### config.mk
export PLATFORM = sky130hd
export DESIGN_NAME = lfu_cache_table
export DESIGN_NICKNAME = d
export VERILOG_FILES = /design/src/rtl/lfu_pkg.sv /design/src/rtl/lfu_ctrl.sv /design/src/rtl/lfu_dpath.sv /design/src/rtl/lfu_cache_table.sv
export VERILOG_INCLUDE_DIRS = /design/src /design/src/rtl
export SDC_FILE = /design/constraint.sdc
export NUM_CORES = 2
export LEC_CHECK = 0
export BUFFER_PORTS_ARGS = -buffer_cell sky130_fd_sc_hd__buf_2
export CAP_MARGIN = 20
export CORE_MARGIN = 4
export CORE_UTILIZATION = 56
export DETAILED_ROUTE_END_ITERATION = 6
export PLACE_DENSITY_LB_ADDON = 0.3
export RECOVER_POWER = 50
export SYNTH_ARGS = -nofsm -noshare
export SYNTH_HDL_FRONTEND = slang
export SYNTH_SLANG_ARGS = --single-unit
### constraint.sdc
create_clock -name aclk -period 11.7 [get_ports aclk]
set_input_delay 0.585 -clock aclk [delete_from_list [all_inputs] [get_ports aclk]]
set_output_delay 0.585 -clock aclk [all_outputs]
set_load 0.005 [all_outputs]
### src/rtl/lfu_cache_table_macros.svh
// Assertion macros shared by the cache controller and datapath.
// Included by the RTL files that carry concurrent assertions; no other dependencies.
`ifndef LFU_CACHE_TABLE_MACROS_SVH
`define LFU_CACHE_TABLE_MACROS_SVH

`ifndef SYNTHESIS

// Checked at every edge once reset has been released.
`define LFU_ASSERT(lbl, clk, rstn, prop) \
    lbl: assert property (@(posedge clk) disable iff (!rstn) prop) \
        else $error("lfu_cache_table: assertion failed");

// Checked at every edge, reset included.
`define LFU_ASSERT_ALWAYS(lbl, clk, prop) \
    lbl: assert property (@(posedge clk) prop) \
        else $error("lfu_cache_table: assertion failed");

`else

`define LFU_ASSERT(lbl, clk, rstn, prop)
`define LFU_ASSERT_ALWAYS(lbl, clk, prop)

`endif

`endif

### src/rtl/lfu_pkg.sv
// Shared constants, entry layout and controller/datapath interface types.
// Used by lfu_ctrl, lfu_dpath and lfu_cache_table; depends on nothing.
`timescale 1ns / 1ps
`default_nettype none

package lfu_pkg;

    // Table geometry.
    localparam int ENTRIES = 16;
    localparam int IDX_W   = (ENTRIES > 1) ? $clog2(ENTRIES) : 1;
    localparam int FILL_W  = $clog2(ENTRIES + 1);

    // Field widths.
    localparam int KEY_W   = 32;
    localparam int VAL_W   = 32;
    localparam int COUNT_W = 16;
    localparam int STAMP_W = 32;
    localparam int CAP_W   = 5;

    localparam logic [COUNT_W-1:0] COUNT_MAX  = '1;
    localparam logic [VAL_W-1:0]   READ_MISS  = '1;
    localparam logic [CAP_W-1:0]   CAP_RESET  = CAP_W'(16);

    // Operation codes carried in the input tuser.
    localparam logic OP_GET = 1'b0;
    localparam logic OP_SET = 1'b1;

    // Configuration register map (word index).
    localparam int  PADDR_W      = 3;
    localparam logic REG_CAPACITY = 1'b0;

    // One stored cache entry.
    typedef struct packed {
        logic [KEY_W-1:0]   key;
        logic [VAL_W-1:0]   value;
        logic [COUNT_W-1:0] count;
        logic [STAMP_W-1:0] stamp;
    } entry_t;

    // Controller to datapath.
    typedef struct packed {
        logic load;     // latch a new input word and restart the scan
        logic scan;     // read the slot at the scan pointer
        logic commit;   // write back and load the result register
    } cmd_t;

    // Datapath to controller.
    typedef struct packed {
        logic cap_zero;   // cache disabled
        logic fill_empty; // no filled slots to scan
        logic scan_last;  // scan pointer is at the last filled slot
        logic out_free;   // result register can take a new word
    } stat_t;

endpackage

`default_nettype wire

### src/rtl/lfu_ctrl.sv
// Sequencer for the cache: accept, scan filled slots, drain, commit.
// Depends on lfu_pkg and lfu_cache_table_macros.svh.
`timescale 1ns / 1ps
`default_nettype none

`include "lfu_cache_table_macros.svh"

module lfu_ctrl (
    input  wire logic          aclk,
    input  wire logic          aresetn,
    input  wire logic          s_tvalid,
    output logic               s_tready,
    input  lfu_pkg::stat_t     stat,
    output lfu_pkg::cmd_t      cmd
);
    import lfu_pkg::*;

    localparam logic [1:0] ST_IDLE   = 2'd0;
    localparam logic [1:0] ST_SCAN   = 2'd1;
    localparam logic [1:0] ST_DRAIN  = 2'd2;
    localparam logic [1:0] ST_COMMIT = 2'd3;

    logic [1:0] state_reg;
    logic [1:0] state_next;

    // One word in flight at a time; a new one is taken only when idle.
    assign s_tready   = (state_reg == ST_IDLE);
    assign cmd.load   = s_tvalid && s_tready;
    assign cmd.scan   = (state_reg == ST_SCAN);
    assign cmd.commit = (state_reg == ST_COMMIT) && stat.out_free;

    // Next-state logic.
    always_comb begin
        state_next = state_reg;
        unique case (state_reg)
            ST_IDLE: begin
                if (cmd.load) begin
                    if (stat.cap_zero || stat.fill_empty) begin
                        state_next = ST_COMMIT;
                    end else begin
                        state_next = ST_SCAN;
                    end
                end
            end
            ST_SCAN: begin
                if (stat.scan_last) begin
                    state_next = ST_DRAIN;
                end
            end
            ST_DRAIN: begin
                state_next = ST_COMMIT;
            end
            ST_COMMIT: begin
                if (stat.out_free) begin
                    state_next = ST_IDLE;
                end
            end
            default: begin
                state_next = ST_IDLE;
            end
        endcase
    end

    // State register.
    always_ff @(posedge aclk) begin
        if (!aresetn) begin
            state_reg <= ST_IDLE;
        end else begin
            state_reg <= state_next;
        end
    end

    `LFU_ASSERT(a_scan_has_slots, aclk, aresetn, (state_reg == ST_SCAN) |-> !stat.fill_empty)
    `LFU_ASSERT(a_commit_then_idle, aclk, aresetn, cmd.commit |=> s_tready)

endmodule

`default_nettype wire

### src/rtl/lfu_dpath.sv
// Entry store, scan comparators, replacement decision and result register.
// Depends on lfu_pkg and lfu_cache_table_macros.svh.
`timescale 1ns / 1ps
`default_nettype none

`include "lfu_cache_table_macros.svh"

module lfu_dpath (
    input  wire logic                        aclk,
    input  wire logic                        aresetn,
    input  lfu_pkg::cmd_t                    cmd,
    output lfu_pkg::stat_t                   stat,
    input  wire logic [lfu_pkg::CAP_W-1:0]   capacity,
    input  wire logic                        in_opcode,
    input  wire logic [lfu_pkg::KEY_W-1:0]   in_key,
    input  wire logic [lfu_pkg::VAL_W-1:0]   in_value,
    output logic                             out_valid,
    input  wire logic                        out_ready,
    output logic                             out_hit,
    output logic [lfu_pkg::VAL_W-1:0]        out_read_value,
    output logic                             out_evicted,
    output logic [lfu_pkg::KEY_W-1:0]        out_evicted_key
);
    import lfu_pkg::*;

    // Entry memory: no reset, only slots below the fill count are used.
    entry_t entry_mem [ENTRIES];
    entry_t rd_data_reg;

    // Latched request.
    logic             op_reg;
    logic [KEY_W-1:0] key_reg;
    logic [VAL_W-1:0] val_reg;

    // Table-wide state.
    logic [FILL_W-1:0]  filled_reg;
    logic [FILL_W-1:0]  filled_next;
    logic [STAMP_W-1:0] stamp_reg;
    logic [STAMP_W-1:0] stamp_next;

    // Scan pointer and compare stage.
    logic [IDX_W-1:0] scan_idx_reg;
    logic             cmp_valid_reg;
    logic [IDX_W-1:0] cmp_idx_reg;

    // Match and victim trackers.
    logic               found_reg;
    logic [IDX_W-1:0]   match_idx_reg;
    logic [VAL_W-1:0]   match_val_reg;
    logic [COUNT_W-1:0] match_count_reg;
    logic [IDX_W-1:0]   best_idx_reg;
    logic [KEY_W-1:0]   best_key_reg;
    logic [COUNT_W-1:0] best_count_reg;
    logic [STAMP_W-1:0] best_stamp_reg;

    // Result register.
    logic             out_valid_reg;
    logic             out_hit_reg;
    logic [VAL_W-1:0] out_read_reg;
    logic             out_evicted_reg;
    logic [KEY_W-1:0] out_evk_reg;

    // Commit decision.
    logic [FILL_W-1:0]  cap_eff;
    logic               wr_en;
    logic [IDX_W-1:0]   wr_idx;
    entry_t             wr_entry;
    logic               res_hit;
    logic [VAL_W-1:0]   res_read;
    logic               res_evicted;
    logic [KEY_W-1:0]   res_evk;
    logic [COUNT_W-1:0] match_count_inc;
    logic               victim_better;

    // Capacities above the table size act as the table size.
    assign cap_eff = (32'(capacity) > ENTRIES) ? FILL_W'(ENTRIES) : FILL_W'(capacity);

    assign stat.cap_zero   = (cap_eff == '0);
    assign stat.fill_empty = (filled_reg == '0);
    assign stat.scan_last  = ((FILL_W'(scan_idx_reg) + FILL_W'(1)) == filled_reg);
    assign stat.out_free   = !out_valid_reg || out_ready;

    assign match_count_inc = (match_count_reg == COUNT_MAX) ? match_count_reg
                                                            : match_count_reg + COUNT_W'(1);

    // Lower count wins; on equal counts the older stamp wins; slot 0 seeds the search.
    assign victim_better = (cmp_idx_reg == '0)
                        || (rd_data_reg.count < best_count_reg)
                        || ((rd_data_reg.count == best_count_reg)
                            && (rd_data_reg.stamp < best_stamp_reg));

    // Decide the write-back and the result word from the finished scan.
    always_comb begin
        wr_en       = 1'b0;
        wr_idx      = match_idx_reg;
        wr_entry    = '{key: key_reg, value: val_reg, count: COUNT_W'(1),
                        stamp: stamp_reg + STAMP_W'(1)};
        res_hit     = 1'b0;
        res_read    = '0;
        res_evicted = 1'b0;
        res_evk     = '0;
        filled_next = filled_reg;
        stamp_next  = stamp_reg;
        if (cap_eff == '0) begin
            // Disabled: nothing changes, a get reports a miss.
            res_read = (op_reg == OP_GET) ? READ_MISS : '0;
        end else if (op_reg == OP_GET) begin
            if (found_reg) begin
                res_hit        = 1'b1;
                res_read       = match_val_reg;
                stamp_next     = stamp_reg + STAMP_W'(1);
                wr_en          = 1'b1;
                wr_entry.value = match_val_reg;
                wr_entry.count = match_count_inc;
            end else begin
                res_read = READ_MISS;
            end
        end else begin
            stamp_next = stamp_reg + STAMP_W'(1);
            wr_en      = 1'b1;
            if (found_reg) begin
                res_hit        = 1'b1;
                wr_entry.count = match_count_inc;
            end else if (filled_reg < cap_eff) begin
                wr_idx      = filled_reg[IDX_W-1:0];
                filled_next = filled_reg + FILL_W'(1);
            end else begin
                wr_idx      = best_idx_reg;
                res_evicted = 1'b1;
                res_evk     = best_key_reg;
            end
        end
    end

    // Entry memory write port.
    always_ff @(posedge aclk) begin
        if (cmd.commit && wr_en) begin
            entry_mem[wr_idx] <= wr_entry;
        end
    end

    // Entry memory read port, registered.
    always_ff @(posedge aclk) begin
        rd_data_reg <= entry_mem[scan_idx_reg];
    end

    // Request latch and scan pointer.
    always_ff @(posedge aclk) begin
        if (cmd.load) begin
            op_reg       <= in_opcode;
            key_reg      <= in_key;
            val_reg      <= in_value;
            scan_idx_reg <= '0;
        end else if (cmd.scan) begin
            scan_idx_reg <= scan_idx_reg + IDX_W'(1);
        end
        cmp_idx_reg <= scan_idx_reg;
    end

    // Match and victim tracking over the scanned slots.
    always_ff @(posedge aclk) begin
        if (cmd.load) begin
            found_reg <= 1'b0;
        end else if (cmp_valid_reg) begin
            if (!found_reg && (rd_data_reg.key == key_reg)) begin
                found_reg       <= 1'b1;
                match_idx_reg   <= cmp_idx_reg;
                match_val_reg   <= rd_data_reg.value;
                match_count_reg <= rd_data_reg.count;
            end
            if (victim_better) begin
                best_idx_reg   <= cmp_idx_reg;
                best_key_reg   <= rd_data_reg.key;
                best_count_reg <= rd_data_reg.count;
                best_stamp_reg <= rd_data_reg.stamp;
            end
        end
    end

    // Control state: fill count, stamp, compare valid and result valid.
    always_ff @(posedge aclk) begin
        if (!aresetn) begin
            filled_reg    <= '0;
            stamp_reg     <= '0;
            cmp_valid_reg <= 1'b0;
            out_valid_reg <= 1'b0;
        end else begin
            cmp_valid_reg <= cmd.scan;
            if (cmd.commit) begin
                filled_reg    <= filled_next;
                stamp_reg     <= stamp_next;
                out_valid_reg <= 1'b1;
            end else if (out_ready) begin
                out_valid_reg <= 1'b0;
            end
        end
    end

    // Result word payload.
    always_ff @(posedge aclk) begin
        if (cmd.commit) begin
            out_hit_reg     <= res_hit;
            out_read_reg    <= res_read;
            out_evicted_reg <= res_evicted;
            out_evk_reg     <= res_evk;
        end
    end

    assign out_valid       = out_valid_reg;
    assign out_hit         = out_hit_reg;
    assign out_read_value  = out_read_reg;
    assign out_evicted     = out_evicted_reg;
    assign out_evicted_key = out_evk_reg;

    `LFU_ASSERT(a_fill_bounded, aclk, aresetn, 32'(filled_reg) <= ENTRIES)
    `LFU_ASSERT(a_cmp_in_fill, aclk, aresetn, cmp_valid_reg |-> (FILL_W'(cmp_idx_reg) < filled_reg))
    `LFU_ASSERT(a_evict_not_hit, aclk, aresetn, (out_valid_reg && out_evicted_reg) |-> !out_hit_reg)

endmodule

`default_nettype wire

### src/rtl/lfu_cache_table.sv
// Top level of the LFU key-value cache: stream ports, APB register and sub-blocks.
// Depends on lfu_pkg, lfu_ctrl and lfu_dpath.
//
//  Channel  Dir  Handshake                 Contents
//  s_       in   s_tvalid / s_tready       tdata {write_value, lookup_key}, tuser opcode
//  m_       out  m_tvalid / m_tready       tdata {evicted_key, read_value}, tuser {evicted, hit}
//  APB      in   psel / penable / pready   capacity_in_use at byte address 0
//
// Each word passes from its acceptance to the next acceptance through an idle state that accepts
// it, a scan step for each filled slot over the single entry memory read port, a drain of the
// registered read and a commit that loads the result register; with no filled slots or with
// the cache disabled the scan and drain are skipped.
// Reset (aresetn low, synchronous) empties the table, zeroes the stamp and sets capacity 16.
// A full result register stalls only the commit; the next word is taken once that word
// has committed.
`timescale 1ns / 1ps
`default_nettype none

module lfu_cache_table (
    input  wire logic                          aclk,
    input  wire logic                          aresetn,
    // Input stream.
    input  wire logic                          s_tvalid,
    output logic                               s_tready,
    input  wire logic [63:0]                   s_tdata,  // [31:0] lookup_key, [63:32] write_value
    input  wire logic [0:0]                    s_tuser,  // [0] opcode
    // Result stream.
    output logic                               m_tvalid,
    input  wire logic                          m_tready,
    output logic [63:0]                        m_tdata,  // [31:0] read_value, [63:32] evicted_key
    output logic [1:0]                         m_tuser,  // [0] hit, [1] evicted
    // Configuration port.
    input  wire logic                          psel,
    input  wire logic                          penable,
    input  wire logic                          pwrite,
    input  wire logic [lfu_pkg::PADDR_W-1:0]   paddr,
    input  wire logic [31:0]                   pwdata,
    output logic [31:0]                        prdata,
    output logic                               pready
);
    import lfu_pkg::*;

    logic [CAP_W-1:0] capacity_reg;
    logic             cfg_write;
    cmd_t             cmd;
    stat_t            stat;
    logic             out_hit;
    logic             out_evicted;
    logic [VAL_W-1:0] out_read_value;
    logic [KEY_W-1:0] out_evicted_key;

    // Register access; the word index sits above the byte offset.
    assign pready    = 1'b1;
    assign cfg_write = psel && penable && pwrite && pready && (paddr[2] == REG_CAPACITY);
    assign prdata    = (paddr[2] == REG_CAPACITY) ? 32'(capacity_reg) : '0;

    always_ff @(posedge aclk) begin
        if (!aresetn) begin
            capacity_reg <= CAP_RESET;
        end else if (cfg_write) begin
            capacity_reg <= pwdata[CAP_W-1:0];
        end
    end

    // Sequencer.
    lfu_ctrl u_ctrl (
        .aclk     (aclk),
        .aresetn  (aresetn),
        .s_tvalid (s_tvalid),
        .s_tready (s_tready),
        .stat     (stat),
        .cmd      (cmd)
    );

    // Storage, scan and result register.
    lfu_dpath u_dpath (
        .aclk            (aclk),
        .aresetn         (aresetn),
        .cmd             (cmd),
        .stat            (stat),
        .capacity        (capacity_reg),
        .in_opcode       (s_tuser[0]),
        .in_key          (s_tdata[KEY_W-1:0]),
        .in_value        (s_tdata[KEY_W+VAL_W-1:KEY_W]),
        .out_valid       (m_tvalid),
        .out_ready       (m_tready),
        .out_hit         (out_hit),
        .out_read_value  (out_read_value),
        .out_evicted     (out_evicted),
        .out_evicted_key (out_evicted_key)
    );

    // Result word packing.
    assign m_tdata = {out_evicted_key, out_read_value};
    assign m_tuser = {out_evicted, out_hit};

endmodule

`default_nettype wire
==> results.md <==
- Together, buffers and inverters on the worst path number 2.
- The top-level I/O count is roughly 210.
- The via count of the first global-routing pass is about 40000.
- The initial detailed-routing violation count is 4645.
- The final worst-path cycle share is 70.64%.
- The final reports fail on capacitance limit, slew limit.
- Using the TritonRoute via totals, the vias-per-cell ratio works out to approximately 6.2.
- Across the run, the number of max-cap violations was 19.
- The maximum number of pins on one net before global-route repair is 113.
- Measured along the x axis, the die boundary spans roughly 390 µm.
- The net count of the finished layout is 4274.
- The hold violation count in the final report came to 0.
- The register with the most flip-flops in the layout has ~1800 of them.
- Once detailed placement completed, the half-perimeter wirelength came to between 80000 and 90000 µm.
- The mean instance size in the synthesized netlist is about 22 µm².
- The area of the multi-input gates is 17660 µm².
- The area of the mapped netlist is between 80000 and 90000 µm².
- The first global-routing pass estimated 266300 µm of wire.
- The time the final worst path needs with I/O delays and setup is about 8300 ps.
- The depth of the CTS H-tree is 4.
- The relative slew slack is -206.7%.
- After detailed placement, the design holds a cell count of 5730.
- For this run, the slowest stage of the critical path takes approximately 3000 ps.
- The later pin in the worst-skew pair is clocked with a latency of 830 ps.
- The clock tree from TritonCTS is built.
- The routability congestion estimate is around 0.77.
- The number of pins with negative max-slew slack in the final report was between 700 and 800.
- The kind of end point of the critical path is a flip-flop.
- The most common cell in the synthesized netlist is sky130_fd_sc_hd__edfxtp_1.
- The count of vias placed by the detailed router is 38810.
- The total number of yosys warnings is 0.
- The floorplan core area is about 150000 µm².
- The data required time at the worst endpoint is ~12000 ps.
- The routed wire length per instance is between 20 and 30 µm.
- After technology mapping, the gate count stands at roughly 3700.
- Once the floorplan was initialized, standard cells occupied 56.52% of the core.
- The clock slew seen by the registers of the worst setup and hold paths is ~60 ps.
- The share of layout cells above drive strength 1 is between 20% and 30%.
- The post-cts hold buffer count is between 60 and 70.
- The final number of setup-violating endpoints is 0.
- The number of distinct library cell variants in the gate-level netlist after synthesis is slightly below 60.
- The die covers between 150000 and 200000 µm².
- The number of antenna violations at the first check in global routing is 4.
- The worst-case hold slack is a little under 80 ps.
- By startpoint and endpoint, the worst setup path is classified as reg -> reg.
- The vertical extent of the die is 394.7 µm.
- Registers take 65180 µm².
- The run finished, with violations left.
- The critical path's slowest cell is sky130_fd_sc_hd__clkbuf_1.
- For the pin with the worst max-slew slack, the measured transition is 4601 ps.
- The top cell type's share of synthesized area is 73.82%.
- The power density over the cells is ~200 nW/µm².
- After synthesis, the most frequently instantiated cells are sky130_fd_sc_hd__edfxtp_1 (2059), sky130_fd_sc_hd__mux4_2 (560), sky130_fd_sc_hd__dfxtp_1 (167), sky130_fd_sc_hd__nor2_1 (120), sky130_fd_sc_hd__clkbuf_1 (85).
- The area growth from synthesis to layout is 12.79%.
- The most used flip-flop cell after synthesis is sky130_fd_sc_hd__edfxtp_1.
- The completed layout was analyzed and its total power is around 19 mW.
- The number of sinks on the clock net is between 2000 and 2500.
- The type of origin of the critical path is a flip-flop.
- After clock tree synthesis, the repair step resized 0 gates.
- The type of the most critical hold path is in -> reg.
- Counting flops with a built-in enable in the synthesized netlist gives just over 2000.
- Of all cell types, the one taking the most synthesized area is sky130_fd_sc_hd__edfxtp_1.
- Traced cell by cell, the critical path runs through clkbuf_1 > clkbuf_1 > mux4_2 > mux4_2.
- The number of post-CTS setup repair buffers is 0.
- The filler cell count is around 9500.
- In this run, CTS created clock tree buffers numbering 210.
- The highest clock frequency the design can meet is between 100 and 150 MHz.
- The final setup skew is roughly 36 ps.
- Before antenna repair, the detailed router went through 5 iterations.
- The number of port buffers is 150.
- In the global route stage, overall resource usage came out at 23.28%.
- The post-route DRC violation count is 0.
- The highest ir drop seen on vdd is around 0.00014 V.
- In this run the worst path has a maximum fanout of 64.
- The floorplan has ~140 rows.
- The tree is rooted in a sky130_fd_sc_hd__clkbuf_16.
- The gate family responsible for the most delay along the worst path is buffers and inverters.
- The final setup TNS is 0 ps.
- The cell leakage power is a little over 30 nW.
- Setup repair after global routing left no endpoint under its margin.
- The endpoint arrival time on the critical path is about 8900 ps.
- The total length of routed wires is between 150000 and 200000 µm.
- Excluding fillers, the count of instances in the completed layout stands at just over 6000.
- In this run the deepest clock path goes through 3 buffers.
- The overall overflow remaining after global route is 0.
- The number of routed nets with antenna violations is 0.
- Of the synthesized area, sequential elements account for 77.81%.
- The fraction of registers with async set/reset is 0%.
- In this run, synthesis produced a sequential element count of about 2200.
- By area the synthesized netlist is led by sky130_fd_sc_hd__edfxtp_1 (74%), sky130_fd_sc_hd__mux4_2 (15%), sky130_fd_sc_hd__dfxtp_1 (4.0%).
## report_power, final
| part | internal [mW] | switching (mW) | leakage, nW |
|---|---|---|---|
| Clock | 3.90 | 2.87 | 3.40 |
| Sequential | 9.26 | 0.318 | 21.2 |
| Combinational | 1.44 | 1.38 | 6.43 |
## final timing paths
kind | slack, ps | depth (start not counted) | end | start
hold reg to reg | 390 | 0 | u_dpath.match_val_reg[18]$_DFFE_PP_ | u_dpath.rd_data_reg[66]$_DFF_P_
setup / recovery | 3440 | 4 | u_dpath.rd_data_reg[76]$_DFF_P_ | u_dpath.scan_idx_reg[1]$_SDFFE_PP0P_
hold / removal | 80 | 3 | capacity_reg[4]$_SDFFE_PN1P_ | pwdata[4]
setup reg to reg | 3440 | 4 | u_dpath.rd_data_reg[76]$_DFF_P_ | u_dpath.scan_idx_reg[1]$_SDFFE_PP0P_
## per-layer routing
layer / track usage, % / vias to the layer above / share of wire [%]
met4: 6.056 / 6 / 2.1
li1: - / 16140 / -
met2: 36.17 / 1809 / 48
met5: 0 / - / 0.022
met3: 4.498 / 258 / 8.6
met1: 34.70 / 20590 / 41
## worst min-delay path, cell delays in order
cell and delay (ps):
sky130_fd_sc_hd__buf_2 80, sky130_fd_sc_hd__o21ai_0 110, sky130_fd_sc_hd__nand2_1 90
## cell type report
class | instances | area share (%)
antenna | 1 | 0.002649
clock buffer | 287 | 6.271
clock inverter | 109 | 1.106
inverter | 59 | 0.2357
multi-input combinational | 1296 | 18.70
sequential | 2226 | 68.99
tap | 1930 | 2.556
timing repair buffer | 314 | 2.145
## stage by stage
stage / worst slack, ps / cell area, µm² / utilization, %
floorplan: 3230 / 83880 / -
global placement: 6269 / 86920 / 58.66
detailed placement: 6262 / 86950 / 58.67
CTS: 6376 / 94600 / 63.84
global route: 3119 / 94470 / 63.75
finish: 3435 / 94480 / 63.75
## layout by cell type, fill, tap and decap left out, drive strengths merged, types with 16 or more instances in the layout
master | Yosys | routed
a21boi | 16 | 16
a21oi | 25 | 25
and2 | 59 | 59
buf | 104 | 133
bufinv | 0 | 16
clkbuf | 86 | 400
clkinv | 0 | 72
conb | 2 | 28
dfxtp | 167 | 167
dlygate4sd3 | 0 | 68
edfxtp | 2059 | 2059
ha | 60 | 60
inv | 59 | 68
mux2 | 33 | 33
mux4 | 560 | 560
nand2 | 69 | 69
nand3 | 30 | 30
nand4 | 22 | 22
nor2 | 120 | 120
nor3 | 20 | 20
o21ai | 27 | 27
xnor2 | 49 | 49
xor2 | 52 | 52
## kinds of logic after synthesis
family          count (synthesis)  share of synthesized area, %
compound gates                105                        0.8022
xor+xnor                      101                         1.056
other cells                     2                      0.008966
simple gates                  397                         2.444
buf+inv                       249                         1.340
mux                           605                         15.64
fa+ha+maj                      60                        0.8963
flops                        2226                         77.81
Power figures use the tool's default switching activity.
